===== src/rtl/u2fhid_pkg.sv =====
package u2fhid_pkg;

	localparam int INIT_DATA_BYTES = 57;
	localparam int CONT_DATA_BYTES = 59;
	localparam int BUFFER_BYTES    = 8192;
	localparam int NONCE_BYTES     = 8;
	localparam int QUEUE_DEPTH     = 2;

	// received length saturates at BUFFER_BYTES, so it needs one value more
	localparam int RLEN_W = $clog2(BUFFER_BYTES + 1);
	localparam int OFF_W  = 13;
	localparam int SLEN_W = 6;

	localparam logic [31:0] BCAST_CHAN       = 32'hFFFF_FFFF;
	localparam logic [7:0]  CMD_PING         = 8'h81;
	localparam logic [7:0]  CMD_MSG          = 8'h83;
	localparam logic [7:0]  CMD_INIT         = 8'h86;
	localparam logic [7:0]  CMD_WINK         = 8'h88;
	localparam logic [7:0]  CMD_SYNC         = 8'hBC;
	localparam logic [15:0] INIT_REPLY_BYTES = 16'd17;
	localparam logic [15:0] ERR_REPLY_BYTES  = 16'd1;
	localparam logic [7:0]  TIMEOUT_RESET    = 8'd3;

	localparam logic [1:0] PSTATE_IDLE  = 2'd0;
	localparam logic [1:0] PSTATE_RX    = 2'd1;
	localparam logic [1:0] PSTATE_READY = 2'd2;
	localparam logic [1:0] PSTATE_TX    = 2'd3;

	typedef enum logic [1:0] {
		REQ_REPORT     = 2'd0,
		REQ_TICK       = 2'd1,
		REQ_TX_DONE    = 2'd2,
		REQ_RESP_START = 2'd3
	} req_t;

	typedef enum logic [2:0] {
		KIND_NONE = 3'd0,
		KIND_ERR  = 3'd1,
		KIND_PING = 3'd2,
		KIND_SYNC = 3'd3,
		KIND_INIT = 3'd4,
		KIND_WINK = 3'd5
	} kind_t;

	typedef enum logic [2:0] {
		ERR_CMD     = 3'd0,
		ERR_LEN     = 3'd1,
		ERR_SEQ     = 3'd2,
		ERR_BUSY    = 3'd3,
		ERR_UNALLOC = 3'd4
	} err_t;

	typedef enum logic [3:0] {
		MODE_IDLE  = 4'b0001,
		MODE_RX    = 4'b0010,
		MODE_READY = 4'b0100,
		MODE_TX    = 4'b1000
	} mode_t;

	typedef struct packed {
		kind_t              kind;
		err_t               err;
		logic [31:0]        chan;
		logic [15:0]        len;
		logic               from_buf;
		logic [31:0]        new_chan;
		logic               st_en;
		logic [OFF_W-1:0]   st_off;
		logic [SLEN_W-1:0]  st_len;
	} res_t;

	// one queue entry: the main result plus an optional leading error
	typedef struct packed {
		logic        has_pre;
		logic [31:0] pre_chan;
		logic [1:0]  pstate;
		res_t        res;
	} entry_t;

	function automatic logic [1:0] mode_code(input mode_t m);
		logic [1:0] c;
		unique case (m)
			MODE_IDLE:  c = PSTATE_IDLE;
			MODE_RX:    c = PSTATE_RX;
			MODE_READY: c = PSTATE_READY;
			MODE_TX:    c = PSTATE_TX;
			default:    c = PSTATE_IDLE;
		endcase
		return c;
	endfunction

endpackage


===== src/rtl/u2f_hid_frame_reassembler.sv =====
// U2F HID transport framing control.
// Slave stream: one transfer per report header or event. tuser carries the
// request type (report, one-second tick, transmit complete, response started);
// tdata carries channel, type byte and byte count.
// Master stream: one transfer per result, tlast on the final result of an
// input. tuser is the response kind; tdata holds the error code, response
// channel and length, buffer source flag, new channel, buffer write enable,
// offset and length, message-ready and the protocol state after the input.
// The cfg channel writes the receive timeout in seconds; it is always ready.
// Each result is registered in the result queue; the master side shows the queue head.
// Throughput: one input per cycle while the queue has room; a report from an
// unallocated channel produces two results, the error first, from one queue entry.
// The state update sits in the front stage; a small result queue sits between
// it and the output stage, so inputs keep flowing while the queue has room.
// s_tready drops only when the queue fills, which master backpressure or
// reports that produce two results can bring about.
// Reset clears the state to idle, channel counter to zero, timeout to 3 s.
module u2f_hid_frame_reassembler #(
	parameter int QUEUE_DEPTH = u2fhid_pkg::QUEUE_DEPTH
) (
	input  logic          clk,
	input  logic          arst_n,
	input  logic          s_tvalid,
	output logic          s_tready,
	input  logic [1:0]    s_tuser,   // req_type
	input  logic [55:0]   s_tdata,   // channel, type_byte, byte_count
	input  logic          cfg_valid,
	output logic          cfg_ready,
	input  logic [7:0]    cfg_data,  // timeout_seconds
	output logic          m_tvalid,
	input  logic          m_tready,
	output logic [2:0]    m_tuser,   // resp_kind
	// err_code, resp_channel, resp_length, resp_from_buffer, new_channel,
	// store_en, store_offset, store_len, message_ready, proto_state, pad
	output logic [111:0]  m_tdata,
	output logic          m_tlast
);
	import u2fhid_pkg::*;

	logic    queue_full;
	logic    push;
	entry_t  push_entry;
	logic    pop;
	logic    head_valid;
	entry_t  head_entry;

	assign cfg_ready = 1'b1;

	u2fhid_front u_front (
		.clk        (clk),
		.arst_n     (arst_n),
		.s_tvalid   (s_tvalid),
		.s_tready   (s_tready),
		.s_tuser    (s_tuser),
		.s_tdata    (s_tdata),
		.cfg_valid  (cfg_valid),
		.cfg_data   (cfg_data),
		.queue_full (queue_full),
		.push       (push),
		.entry      (push_entry)
	);

	u2fhid_queue #(
		.DEPTH (QUEUE_DEPTH)
	) u_queue (
		.clk        (clk),
		.arst_n     (arst_n),
		.push       (push),
		.push_entry (push_entry),
		.full       (queue_full),
		.pop        (pop),
		.head_valid (head_valid),
		.head_entry (head_entry)
	);

	u2fhid_back u_back (
		.clk        (clk),
		.arst_n     (arst_n),
		.head_valid (head_valid),
		.head_entry (head_entry),
		.pop        (pop),
		.m_tvalid   (m_tvalid),
		.m_tready   (m_tready),
		.m_tuser    (m_tuser),
		.m_tdata    (m_tdata),
		.m_tlast    (m_tlast)
	);

	// a leading result is always the unallocated-channel error
	a_pre_is_unalloc: assert property (@(posedge clk) disable iff (!arst_n)
		m_tvalid && !m_tlast |-> m_tuser == KIND_ERR && m_tdata[2:0] == ERR_UNALLOC)
		else $error("leading result is not an unallocated-channel error");

	a_msg_ready: assert property (@(posedge clk) disable iff (!arst_n)
		m_tvalid |-> m_tdata[104] == (m_tdata[106:105] == PSTATE_READY))
		else $error("message_ready disagrees with protocol state");

	a_store_off: assert property (@(posedge clk) disable iff (!arst_n)
		m_tvalid && !m_tdata[84] |-> m_tdata[103:85] == '0)
		else $error("buffer write fields set without store enable");

	a_second_beat: assert property (@(posedge clk) disable iff (!arst_n)
		m_tvalid && m_tready && !m_tlast |=> m_tvalid)
		else $error("result lost after a leading error");

endmodule


===== src/rtl/u2fhid_front.sv =====
module u2fhid_front (
	input  logic                clk,
	input  logic                arst_n,
	input  logic                s_tvalid,
	output logic                s_tready,
	input  logic [1:0]          s_tuser,
	input  logic [55:0]         s_tdata,
	input  logic                cfg_valid,
	input  logic [7:0]          cfg_data,
	input  logic                queue_full,
	output logic                push,
	output u2fhid_pkg::entry_t  entry
);
	import u2fhid_pkg::*;

	mode_t              mode_q, mode_d;
	logic [31:0]        last_alloc_q, last_alloc_d;
	logic [31:0]        active_q, active_d;
	logic [7:0]         cmd_q, cmd_d;
	logic [7:0]         tl_q, tl_d;
	logic [15:0]        exp_q, exp_d;
	logic [RLEN_W-1:0]  rl_q, rl_d;
	logic [6:0]         seq_q, seq_d;
	logic [7:0]         timeout_q;

	req_t               req;
	logic [31:0]        chan;
	logic [7:0]         tb;
	logic [15:0]        bc;
	logic               is_init;
	logic               clr;
	logic               to_tx;
	logic [RLEN_W:0]    room;
	logic [RLEN_W:0]    rl_sum;
	logic [RLEN_W-1:0]  rl_new;
	entry_t             ent;

	localparam logic [RLEN_W:0] BUF_W  = (RLEN_W + 1)'(BUFFER_BYTES);
	localparam logic [RLEN_W:0] CONT_W = (RLEN_W + 1)'(CONT_DATA_BYTES);

	function automatic res_t with_err(input res_t r, input logic [31:0] ch, input err_t code);
		res_t o;
		o      = r;
		o.kind = KIND_ERR;
		o.err  = code;
		o.chan = ch;
		o.len  = ERR_REPLY_BYTES;
		return o;
	endfunction

	assign req     = req_t'(s_tuser);
	assign chan    = s_tdata[31:0];
	assign tb      = s_tdata[39:32];
	assign bc      = s_tdata[55:40];
	assign is_init = tb[7];

	assign s_tready = !queue_full;
	assign push     = s_tvalid && s_tready;
	assign entry    = ent;

	// continuation arithmetic
	assign room   = BUF_W - {1'b0, rl_q};
	assign rl_sum = {1'b0, rl_q} + CONT_W;
	assign rl_new = (rl_sum > BUF_W) ? BUF_W[RLEN_W-1:0] : rl_sum[RLEN_W-1:0];

	always_comb begin
		mode_d       = mode_q;
		last_alloc_d = last_alloc_q;
		active_d     = active_q;
		cmd_d        = cmd_q;
		tl_d         = tl_q;
		exp_d        = exp_q;
		rl_d         = rl_q;
		seq_d        = seq_q;
		clr          = 1'b0;
		to_tx        = 1'b0;
		ent          = '0;

		unique case (req)
			REQ_REPORT: begin
				if (chan != BCAST_CHAN && chan > last_alloc_q) begin
					ent.has_pre  = 1'b1;
					ent.pre_chan = chan;
				end
				if (mode_q == MODE_IDLE) begin
					if (is_init) begin
						active_d = chan;
						unique case (tb)
							CMD_PING: begin
								cmd_d = tb;
								if (bc <= 16'(INIT_DATA_BYTES)) begin
									ent.res.kind = KIND_PING;
									ent.res.chan = chan;
									ent.res.len  = bc;
									mode_d       = MODE_TX;
								end else begin
									ent.res.st_en  = 1'b1;
									ent.res.st_len = SLEN_W'(INIT_DATA_BYTES);
									exp_d  = bc;
									rl_d   = RLEN_W'(INIT_DATA_BYTES);
									seq_d  = '0;
									tl_d   = timeout_q + 8'd1;
									mode_d = MODE_RX;
								end
							end
							CMD_MSG: begin
								cmd_d          = tb;
								ent.res.st_en  = 1'b1;
								ent.res.st_len = SLEN_W'(INIT_DATA_BYTES);
								exp_d          = bc;
								rl_d           = RLEN_W'(INIT_DATA_BYTES);
								if (bc <= 16'(INIT_DATA_BYTES)) begin
									mode_d = MODE_READY;
								end else begin
									seq_d  = '0;
									tl_d   = timeout_q + 8'd1;
									mode_d = MODE_RX;
								end
							end
							CMD_INIT: begin
								if (chan != BCAST_CHAN) begin
									ent.res = with_err(ent.res, chan, ERR_CMD);
								end else if (bc == 16'(NONCE_BYTES)) begin
									last_alloc_d      = last_alloc_q + 32'd1;
									ent.res.st_en     = 1'b1;
									ent.res.st_len    = SLEN_W'(NONCE_BYTES);
									ent.res.kind      = KIND_INIT;
									ent.res.chan      = chan;
									ent.res.len       = INIT_REPLY_BYTES;
									ent.res.from_buf  = 1'b1;
									ent.res.new_chan  = last_alloc_q + 32'd1;
									mode_d            = MODE_TX;
								end else begin
									ent.res = with_err(ent.res, chan, ERR_LEN);
								end
							end
							CMD_WINK: begin
								ent.res.kind = KIND_WINK;
								ent.res.chan = chan;
								mode_d       = MODE_TX;
							end
							default: begin
								ent.res = with_err(ent.res, chan, ERR_CMD);
								mode_d  = MODE_TX;
							end
						endcase
					end
				end else if (chan != active_q) begin
					ent.res = with_err(ent.res, chan, ERR_BUSY);
				end else if (mode_q == MODE_RX) begin
					if (!is_init) begin
						if (tb[6:0] != seq_q) begin
							ent.res = with_err(ent.res, chan, ERR_SEQ);
							clr     = 1'b1;
						end else begin
							if (rl_q < BUF_W[RLEN_W-1:0]) begin
								ent.res.st_en  = 1'b1;
								ent.res.st_off = rl_q[OFF_W-1:0];
								ent.res.st_len = (room < CONT_W) ? room[SLEN_W-1:0]
									: SLEN_W'(CONT_DATA_BYTES);
							end
							rl_d  = rl_new;
							seq_d = seq_q + 7'd1;
							if (16'(rl_new) >= exp_q) begin
								if (cmd_q == CMD_PING) begin
									ent.res.kind     = KIND_PING;
									ent.res.chan     = active_q;
									ent.res.len      = exp_q;
									ent.res.from_buf = 1'b1;
									mode_d           = MODE_TX;
								end else if (cmd_q == CMD_MSG) begin
									mode_d = MODE_READY;
								end else begin
									ent.res = with_err(ent.res, active_q, ERR_CMD);
									clr     = 1'b1;
								end
							end
						end
					end else if (tb == CMD_SYNC) begin
						clr          = 1'b1;
						ent.res.kind = KIND_SYNC;
						ent.res.chan = chan;
					end else begin
						clr     = 1'b1;
						ent.res = with_err(ent.res, chan, ERR_SEQ);
					end
				end else begin
					clr = 1'b1;
					if (tb == CMD_SYNC) begin
						ent.res.kind = KIND_SYNC;
						ent.res.chan = chan;
						to_tx        = 1'b1;
					end else begin
						ent.res = with_err(ent.res, chan, ERR_SEQ);
					end
				end
			end
			REQ_TICK: begin
				if (mode_q == MODE_RX && tl_q != 8'd0) begin
					tl_d = tl_q - 8'd1;
					if (tl_q == 8'd1) begin
						clr = 1'b1;
					end
				end
			end
			REQ_TX_DONE: begin
				clr = 1'b1;
			end
			REQ_RESP_START: begin
				to_tx = 1'b1;
			end
		endcase

		if (clr) begin
			rl_d     = '0;
			seq_d    = '0;
			exp_d    = '0;
			active_d = '0;
			mode_d   = MODE_IDLE;
		end
		if (to_tx) begin
			mode_d = MODE_TX;
		end
		ent.pstate = mode_code(mode_d);
	end

	always_ff @(posedge clk or negedge arst_n) begin
		if (!arst_n) begin
			mode_q       <= MODE_IDLE;
			last_alloc_q <= '0;
			active_q     <= '0;
			cmd_q        <= '0;
			tl_q         <= '0;
			exp_q        <= '0;
			rl_q         <= '0;
			seq_q        <= '0;
			timeout_q    <= TIMEOUT_RESET;
		end else begin
			if (cfg_valid) begin
				timeout_q <= cfg_data;
			end
			if (push) begin
				mode_q       <= mode_d;
				last_alloc_q <= last_alloc_d;
				active_q     <= active_d;
				cmd_q        <= cmd_d;
				tl_q         <= tl_d;
				exp_q        <= exp_d;
				rl_q         <= rl_d;
				seq_q        <= seq_d;
			end
		end
	end

endmodule


===== src/rtl/u2fhid_queue.sv =====
module u2fhid_queue #(
	parameter int DEPTH = u2fhid_pkg::QUEUE_DEPTH
) (
	input  logic                clk,
	input  logic                arst_n,
	input  logic                push,
	input  u2fhid_pkg::entry_t  push_entry,
	output logic                full,
	input  logic                pop,
	output logic                head_valid,
	output u2fhid_pkg::entry_t  head_entry
);
	import u2fhid_pkg::*;

	localparam int PTR_W = (DEPTH > 1) ? $clog2(DEPTH) : 1;
	localparam int CNT_W = $clog2(DEPTH + 1);

	entry_t             mem_q [DEPTH];
	logic [PTR_W-1:0]   wr_ptr_q;
	logic [PTR_W-1:0]   rd_ptr_q;
	logic [CNT_W-1:0]   count_q;
	logic               do_pop;

	assign full       = (count_q == CNT_W'(DEPTH));
	assign head_valid = (count_q != '0);
	assign head_entry = mem_q[rd_ptr_q];
	assign do_pop     = pop && head_valid;

	always_ff @(posedge clk) begin
		if (push) begin
			mem_q[wr_ptr_q] <= push_entry;
		end
	end

	always_ff @(posedge clk or negedge arst_n) begin
		if (!arst_n) begin
			wr_ptr_q <= '0;
			rd_ptr_q <= '0;
			count_q  <= '0;
		end else begin
			if (push) begin
				wr_ptr_q <= (wr_ptr_q == PTR_W'(DEPTH - 1)) ? '0 : wr_ptr_q + 1'b1;
			end
			if (do_pop) begin
				rd_ptr_q <= (rd_ptr_q == PTR_W'(DEPTH - 1)) ? '0 : rd_ptr_q + 1'b1;
			end
			if (push && !do_pop) begin
				count_q <= count_q + 1'b1;
			end else if (do_pop && !push) begin
				count_q <= count_q - 1'b1;
			end
		end
	end

endmodule


===== src/rtl/u2fhid_back.sv =====
module u2fhid_back (
	input  logic                clk,
	input  logic                arst_n,
	input  logic                head_valid,
	input  u2fhid_pkg::entry_t  head_entry,
	output logic                pop,
	output logic                m_tvalid,
	input  logic                m_tready,
	output logic [2:0]          m_tuser,
	output logic [111:0]        m_tdata,
	output logic                m_tlast
);
	import u2fhid_pkg::*;

	logic  pre_sent_q;
	logic  beat_is_pre;
	logic  xfer;
	res_t  r;

	assign beat_is_pre = head_entry.has_pre && !pre_sent_q;
	assign xfer        = m_tvalid && m_tready;
	assign pop         = xfer && !beat_is_pre;

	always_comb begin
		r = head_entry.res;
		if (beat_is_pre) begin
			r      = '0;
			r.kind = KIND_ERR;
			r.err  = ERR_UNALLOC;
			r.chan = head_entry.pre_chan;
			r.len  = ERR_REPLY_BYTES;
		end
	end

	assign m_tvalid = head_valid;
	assign m_tlast  = !beat_is_pre;
	assign m_tuser  = r.kind;
	assign m_tdata  = {5'b0, head_entry.pstate, head_entry.pstate == PSTATE_READY,
		r.st_len, r.st_off, r.st_en, r.new_chan, r.from_buf, r.len, r.chan, r.err};

	always_ff @(posedge clk or negedge arst_n) begin
		if (!arst_n) begin
			pre_sent_q <= 1'b0;
		end else if (xfer) begin
			pre_sent_q <= beat_is_pre;
		end
	end

endmodule


===== config.mk =====
export PLATFORM = sky130hd
export DESIGN_NAME = u2f_hid_frame_reassembler
export DESIGN_NICKNAME = d
export VERILOG_FILES = /design/src/rtl/u2fhid_pkg.sv /design/src/rtl/u2f_hid_frame_reassembler.sv /design/src/rtl/u2fhid_front.sv /design/src/rtl/u2fhid_queue.sv /design/src/rtl/u2fhid_back.sv
export SDC_FILE = /design/constraint.sdc
export NUM_CORES = 1
export LEC_CHECK = 0
export ABC_AREA = 1
export BUFFER_PORTS_ARGS = -buffer_cell sky130_fd_sc_hd__buf_2
export CAP_MARGIN = 30
export CORE_AREA = 2 2 195 197
export CTS_CLUSTER_DIAMETER = 30
export DETAILED_ROUTE_END_ITERATION = 8
export DIE_AREA = 0 0 197 199
export GPL_ROUTABILITY_DRIVEN = 0
export PLACE_DENSITY = 0.8
export SYNTH_ARGS = -nofsm -noshare
export SYNTH_HDL_FRONTEND = slang
export SYNTH_SLANG_ARGS = --single-unit

===== constraint.sdc =====
create_clock -name clk -period 8.5 [get_ports clk]
set_input_delay 2.55 -clock clk [delete_from_list [all_inputs] [get_ports clk]]
set_output_delay 2.55 -clock clk [all_outputs]
set_load 0.01 [all_outputs]

# Word-level counts from Yosys, hierarchy flattened

Memory sizes are Yosys's and may differ from the RTL's.
Index checks and enable logic that the tools add are counted.

Register bits: 134
RAM bits: 284
Input bits: 71
Output and inout bits: 119
Word-level logic and storage cells: 215
Memories: 1

Memories:

| name          | words | width | read ports | clocked after Yosys merged registers in | wr ports | RTL line           | RTL |
|---|---|---|---|---|---|---|---|
| u_queue.mem_q | 2     | 142   | 1          | 0                                       | 1        | u2fhid_queue.sv:18 | `entry_t mem_q [DEPTH];` |

Add/sub/neg operators: 10
Magnitude comparators: 6
Equality and inequality tests: 36
Mux-type cells: 115
Bitwise gates (word level): 1
Reductions and logical operators: 33

Operators with widths:

| cell                                           | number |
|---|---|
| 2-to-1 mux 107 bit                             | 10 |
| 2-to-1 mux 14 bit                              | 10 |
| 2-to-1 mux 32 bit                              | 4 |
| 2-to-1 mux 105 bit                             | 1 |
| 2-to-1 mux 33 bit                              | 3 |
| case mux 32 bit (3 select lines)               | 1 |
| 2-to-1 mux 16 bit                              | 5 |
| 2-to-1 mux 7 bit                               | 10 |
| 2-to-1 mux 4 bit                               | 16 |
| == test 8 bit (second input constant)          | 7 |
| 2-to-1 mux 54 bit                              | 1 |
| 2-to-1 mux 52 bit                              | 1 |
| 2-to-1 mux 49 bit                              | 1 |
| 2-to-1 mux 48 bit                              | 1 |
| case mux 16 bit (3 select lines)               | 1 |
| 2-to-1 mux 8 bit                               | 5 |
| 2-to-1 mux 39 bit                              | 1 |
| adder 32 x 1 -> 32 bit (second input constant) | 1 |
| > comparator 32 bit                            | 1 |
| != test 32 bit                                 | 1 |
| != test 32 bit (second input constant)         | 1 |
| case mux 16 bit (2 select lines)               | 1 |
| case mux 14 bit (2 select lines)               | 1 |
| 2-to-1 mux 1 bit                               | 20 |
| 53 further kinds                               | 97 |

# Depth between registers and ports, before layout

Depth after elaboration: 15
Depth in mapped cells: 39

# Hierarchy

From an unflattened synthesis, not the netlist that was laid out.

Cell total of the unflattened synthesis: 2772
Area total of the unflattened synthesis: 22783.1 µm²

By module, submodules not included:

| module                    | times used | cells an instance | area each (µm²) | seq. area each (µm²) |
|---|---|---|---|---|
| u2fhid_front              | 1          | 1715              | 11014.3         | 3231.8 |
| u2fhid_queue              | 1          | 769               | 10527.6         | 8628.3 |
| u2fhid_back               | 1          | 286               | 1229.9          | 25.0 |
| u2f_hid_frame_reassembler | 1          | 2                 | 11.3            | 0.0 |

# Worst setup path after synthesis

OpenSTA, ideal clock, no wires.

Path kind: in2reg
Start point: in s_tvalid
End point: mem u_queue.mem_q[1][0] (netlist bit) (enable)
Library setup time: 645 ps
Data arrival time: 8615 ps
Required time: 7855 ps
Setup slack: -761 ps
Stages: 2
Path buffers: 0
Path through: nand2_1 nor2_1

Longest elaborated chain between the ends: 3

RTL lines:

| element                                | RTL line                        | RTL |
|---|---|---|
| start: declaration                     | u2f_hid_frame_reassembler.sv:23 | `input logic s_tvalid,` |
| logical AND 1 bit                      | u2fhid_front.sv:58              | `assign push = s_tvalid && s_tready;` |
| 2-to-1 mux 1 bit                       | u2fhid_queue.sv:30              | `if (push) begin` |
| 2-to-1 mux 1 bit (implied by the code) | u2fhid_queue.sv:31              | `mem_q[wr_ptr_q] <= push_entry;` |
| end: declaration                       | u2fhid_queue.sv:18              |  |

No other way between the ends.

# Worst setup path after layout

Start point: reg u_queue.rd_ptr_q
End point: out m_tdata[40]

Longest elaborated chain between the ends: 3

RTL lines:

| element                  | RTL line                        | RTL |
|---|---|---|
| start: declaration       | u2fhid_queue.sv:20              | `logic [PTR_W-1:0] rd_ptr_q;` |
| start signal: assignment | u2fhid_queue.sv:45              | `rd_ptr_q <= (rd_ptr_q == PTR_W'(DEPTH - 1)) ? '0 : rd_ptr_q + 1'b1;` |
| memory (2 x 142 bit) *   | --                              |  |
| logical AND 1 bit        | u2fhid_back.sv:20               | `assign beat_is_pre = head_entry.has_pre && !pre_sent_q;` |
| 2-to-1 mux 107 bit *     | u2fhid_back.sv:26               | `if (beat_is_pre) begin` |
| end: declaration         | u2f_hid_frame_reassembler.sv:35 | `output logic [111:0] m_tdata,` |

Every way passes the cells marked *; elsewhere a longest branch is shown, timed or not.

==> summary.md <==
| Metric | Value |
|---|---|
| WL final | 57.8 mm |
| Nets@finish | 2,819 |
| Via count | 18,300 |
| GRT overflow | 0 |
| Fin. max-slew vios | 0 |
| Crit end category | primary output |
| Hold WS | 0.484 ns |
| # IOs | 190 |
| Number of max-cap violations | 0 |
| Filler Cells Inserted | 2,645 |
| DRT iter0 DRCs | 1,859 |
| Crit start category | flop |
| Cell variety after synth | 54 |
| Crit path kind | reg -> out |
| Final hold vios | 0 |
| Post-CTS Setup Bufs | 0 |
| Most frequent cells in the layout | 699 x nand2_1, 316 x inv_1, 282 x edfxtp_1 |
| Synth Area in Adders | 0.0341 |
| Setup crit start | u_queue.rd_ptr_q$_DFFE_PN0P_ |
| Die area | 0.0392 mm^2 |
| Ys flop type | edfxtp_1 |
| Drt wl/cell | 17.8 um |
| Mux contribution to synthesized area | 0.0145 |
| Power, Total | 0.00922 W |
| Layout area overhead | 19.9% |
| First-pass GRT wire length | 91.3 mm |
| Initial antenna violation count | 10 |
| CP Max Fanout | 66 |
| Gr usage total | 0.297 |
| Post-Synth XOR/XNOR Area | 0.0306 |
| Sequential share of the synthesized area | 0.537 |
| Largest net degree at the start of global routing | 110 |
| Router iterations before antenna repair | 6 |
| VDD IR max | 0.252 mV |
| Compound-Gate Fraction of Synth Area | 0.0799 |
| Core Box Area | 0.0371 mm^2 |
| Synth Warn # | 0 |
| Drt via density | 5.64 |
| Root buf cell | clkbuf_16 |
| Rel. slew slack | 0.355 |
| Status | completed |
| Critical Path AT | 4.24 ns |
| Tcrit/Tclk final | 0.798 |
| Final setup viols | 0 |
| Detailed-route DRC error count | 0 |
| Worst-Skew Late Latency | 0.60 ns |
| Sink Count | 416 |
| Clk_skew | 0.0219 ns |
| Worst Hold Class | reg -> reg |
| H-tree levels | 3 |
| Post-synth EDFFs | 282 |
| Vias in the first global route | 17,700 |
| Asr flop ratio synth | 0.322 |
| Die Y | 199 um |
| Synthesized instance count | 2,491 |
| Cell Area, Synth | 0.0220 mm^2 |
| Post-synthesis register bit count | 416 |
| Clock slew at reported path FFs | 0.05 ns |
| Synth area leader | edfxtp_1 |
| Port bufs | 183 |
| Accumulated negative setup slack | 0 ns |
| Layout cell share with drive strength beyond 1 | 0.161 |
| Cts bufs inserted | 82 |
| Simple-gate share of the synthesized area | 0.226 |
| Synth Area per Inst | 8.85 um^2 |
| Resized Gates After CTS | 0 |
| Hold buffers post-CTS | 0 |
| Initial Util | 0.593 |
| Largest family of logic cells by synthesized area | simple AND/OR/NAND/NOR gates |
| Synth top area share | 0.384 |
| Unrepaired setup endpoints after global routing | no |
| Pwr dens | 349 mW/mm^2 |
| RR Startpoint | u_front.rl_q[0]$_DFFE_PN0P_ |
| Critical path required time | 5.95 ns |
| Most common cell after layout, fill and taps aside | nand2_1 |
| Top cells by area, synth | edfxtp_1 38%, dfrtp_1 15%, nand2_1 12% |
| Crit path time final | 6.79 ns |
| Leakage | 12.1 nW |
| Clock tree buffer depth | 3 |
| CTS tree | done |
| DP Wirelength | 38.9 mm |
| Chip width | 197 um |
| Worst R2R Path Depth | 25 |
| FF-to-FF setup slack | 3.40 ns |
| Row cnt | 71 |
| Worst Max-Slew Pin Slew | 0.964 ns |
| R2R Path End | u_queue.mem_q[1][94]$_DFFE_PP_ |
| Final ANT Viol Nets | 0 |
| Peak Freq | 0.147 GHz |
| Setup crit end | m_tdata[40] |
cells by family (layout without fill, tap and decap cells):
family,Yosys count,in the layout
AND/OR/NAND/NOR,1175,1175
buffers and inverters,432,690
flip-flops,416,416
AO/OA/AOI/OAI,297,297
XOR/XNOR,77,77
adder cells (fa/ha/maj),60,60
multiplexers,32,32
other,2,19
worst min path at each step:
stage | startpoint | to | slack (ns) | cells after the start
detailed placement | u_queue.count_q[0]$_DFFE_PN0P_ | u_queue.count_q[0]$_DFFE_PN0P_ | 0.47 | 1
global placement | u_queue.count_q[0]$_DFFE_PN0P_ | u_queue.count_q[0]$_DFFE_PN0P_ | 0.46 | 1
finish | u_queue.count_q[0]$_DFFE_PN0P_ | u_queue.count_q[0]$_DFFE_PN0P_ | 0.48 | 1
floorplan | u_queue.count_q[0]$_DFFE_PN0P_ | u_queue.count_q[0]$_DFFE_PN0P_ | 0.45 | 1
CTS | u_queue.count_q[0]$_DFFE_PN0P_ | u_queue.count_q[0]$_DFFE_PN0P_ | 0.48 | 1
global route | u_queue.count_q[0]$_DFFE_PN0P_ | u_queue.count_q[0]$_DFFE_PN0P_ | 0.50 | 1
cell type report:
cell class / count / area [um^2] / share of cell area
sequential: 416 / 11800 / 0.448
clock inverter: 63 / 841 / 0.0318
multi-input combinational: 1651 / 8550 / 0.324
antenna: 9 / 22.5 / 0.000852
timing repair buffer: 203 / 1180 / 0.0448
clock buffer: 90 / 2140 / 0.0812
tap: 474 / 593 / 0.0224
inverter: 334 / 1250 / 0.0475
cells in the mapped netlist (8+ instances only):
cell type  number
clkbuf_1       54
ha_1           60
nand3_1       102
dfrtp_1       131
xor2_1         49
inv_2          15
o32ai_1        16
o211ai_1       45
a221oi_1        9
a21oi_1        49
mux2i_1        32
nand4_1        26
o22ai_1        13
nor4_1          8
nor2_1        231
edfxtp_1      282
or2_2          36
o21ai_0       141
buf_4          11
nor3_1         31
xnor2_1        28
inv_1         316
nand2_1       699
buf_1          10
buf_2          18
stage by stage:
step                worst slack, ns  instance area (um^2)   util  cells
global route                   1.32                 26400  0.711   3238
finish                         1.71                 26400  0.711   3240
detailed placement             2.34                 23400  0.629   3075
global placement               2.46                 23300  0.627   3071
floorplan                      1.62                 22100      -   2499
CTS                            1.68                 26400  0.710   3228
power breakdown:
part           leakage [nW]  total (W)  switching, W  internal [W]
combinational          6.24    0.00280       0.00183      0.000970
clock                  1.45    0.00343       0.00110       0.00233
sequential             4.40    0.00299      0.000265       0.00273
sequential cells by signal, indices dropped and copies added (netlist names), 2 cells and up:
register              cells
u_front.cmd_q             8
u_front.tl_q              8
u_front.last_alloc_q     32
u_queue.mem_q           282
u_front.timeout_q         8
u_front.active_q         32
u_queue.count_q           2
u_front.mode_q            4
u_front.seq_q             7
u_front.rl_q             14
u_front.exp_q            16
worst max-delay path: stages, from the launching register on:
cell,delay (ns)
dfrtp_4,0.95
clkinv_2,0.82
o21ai_4,1.02
buf_4,0.48
nand2_1,0.11
inv_1,0.08
buf_2,0.13
per-layer routing:
metal	track usage	wire, um
met5	0	22
met4	0.121	1970
met3	0.0685	5740
met2	0.469	26500
met1	0.400	23500
(Power assumes the default switching activity.)
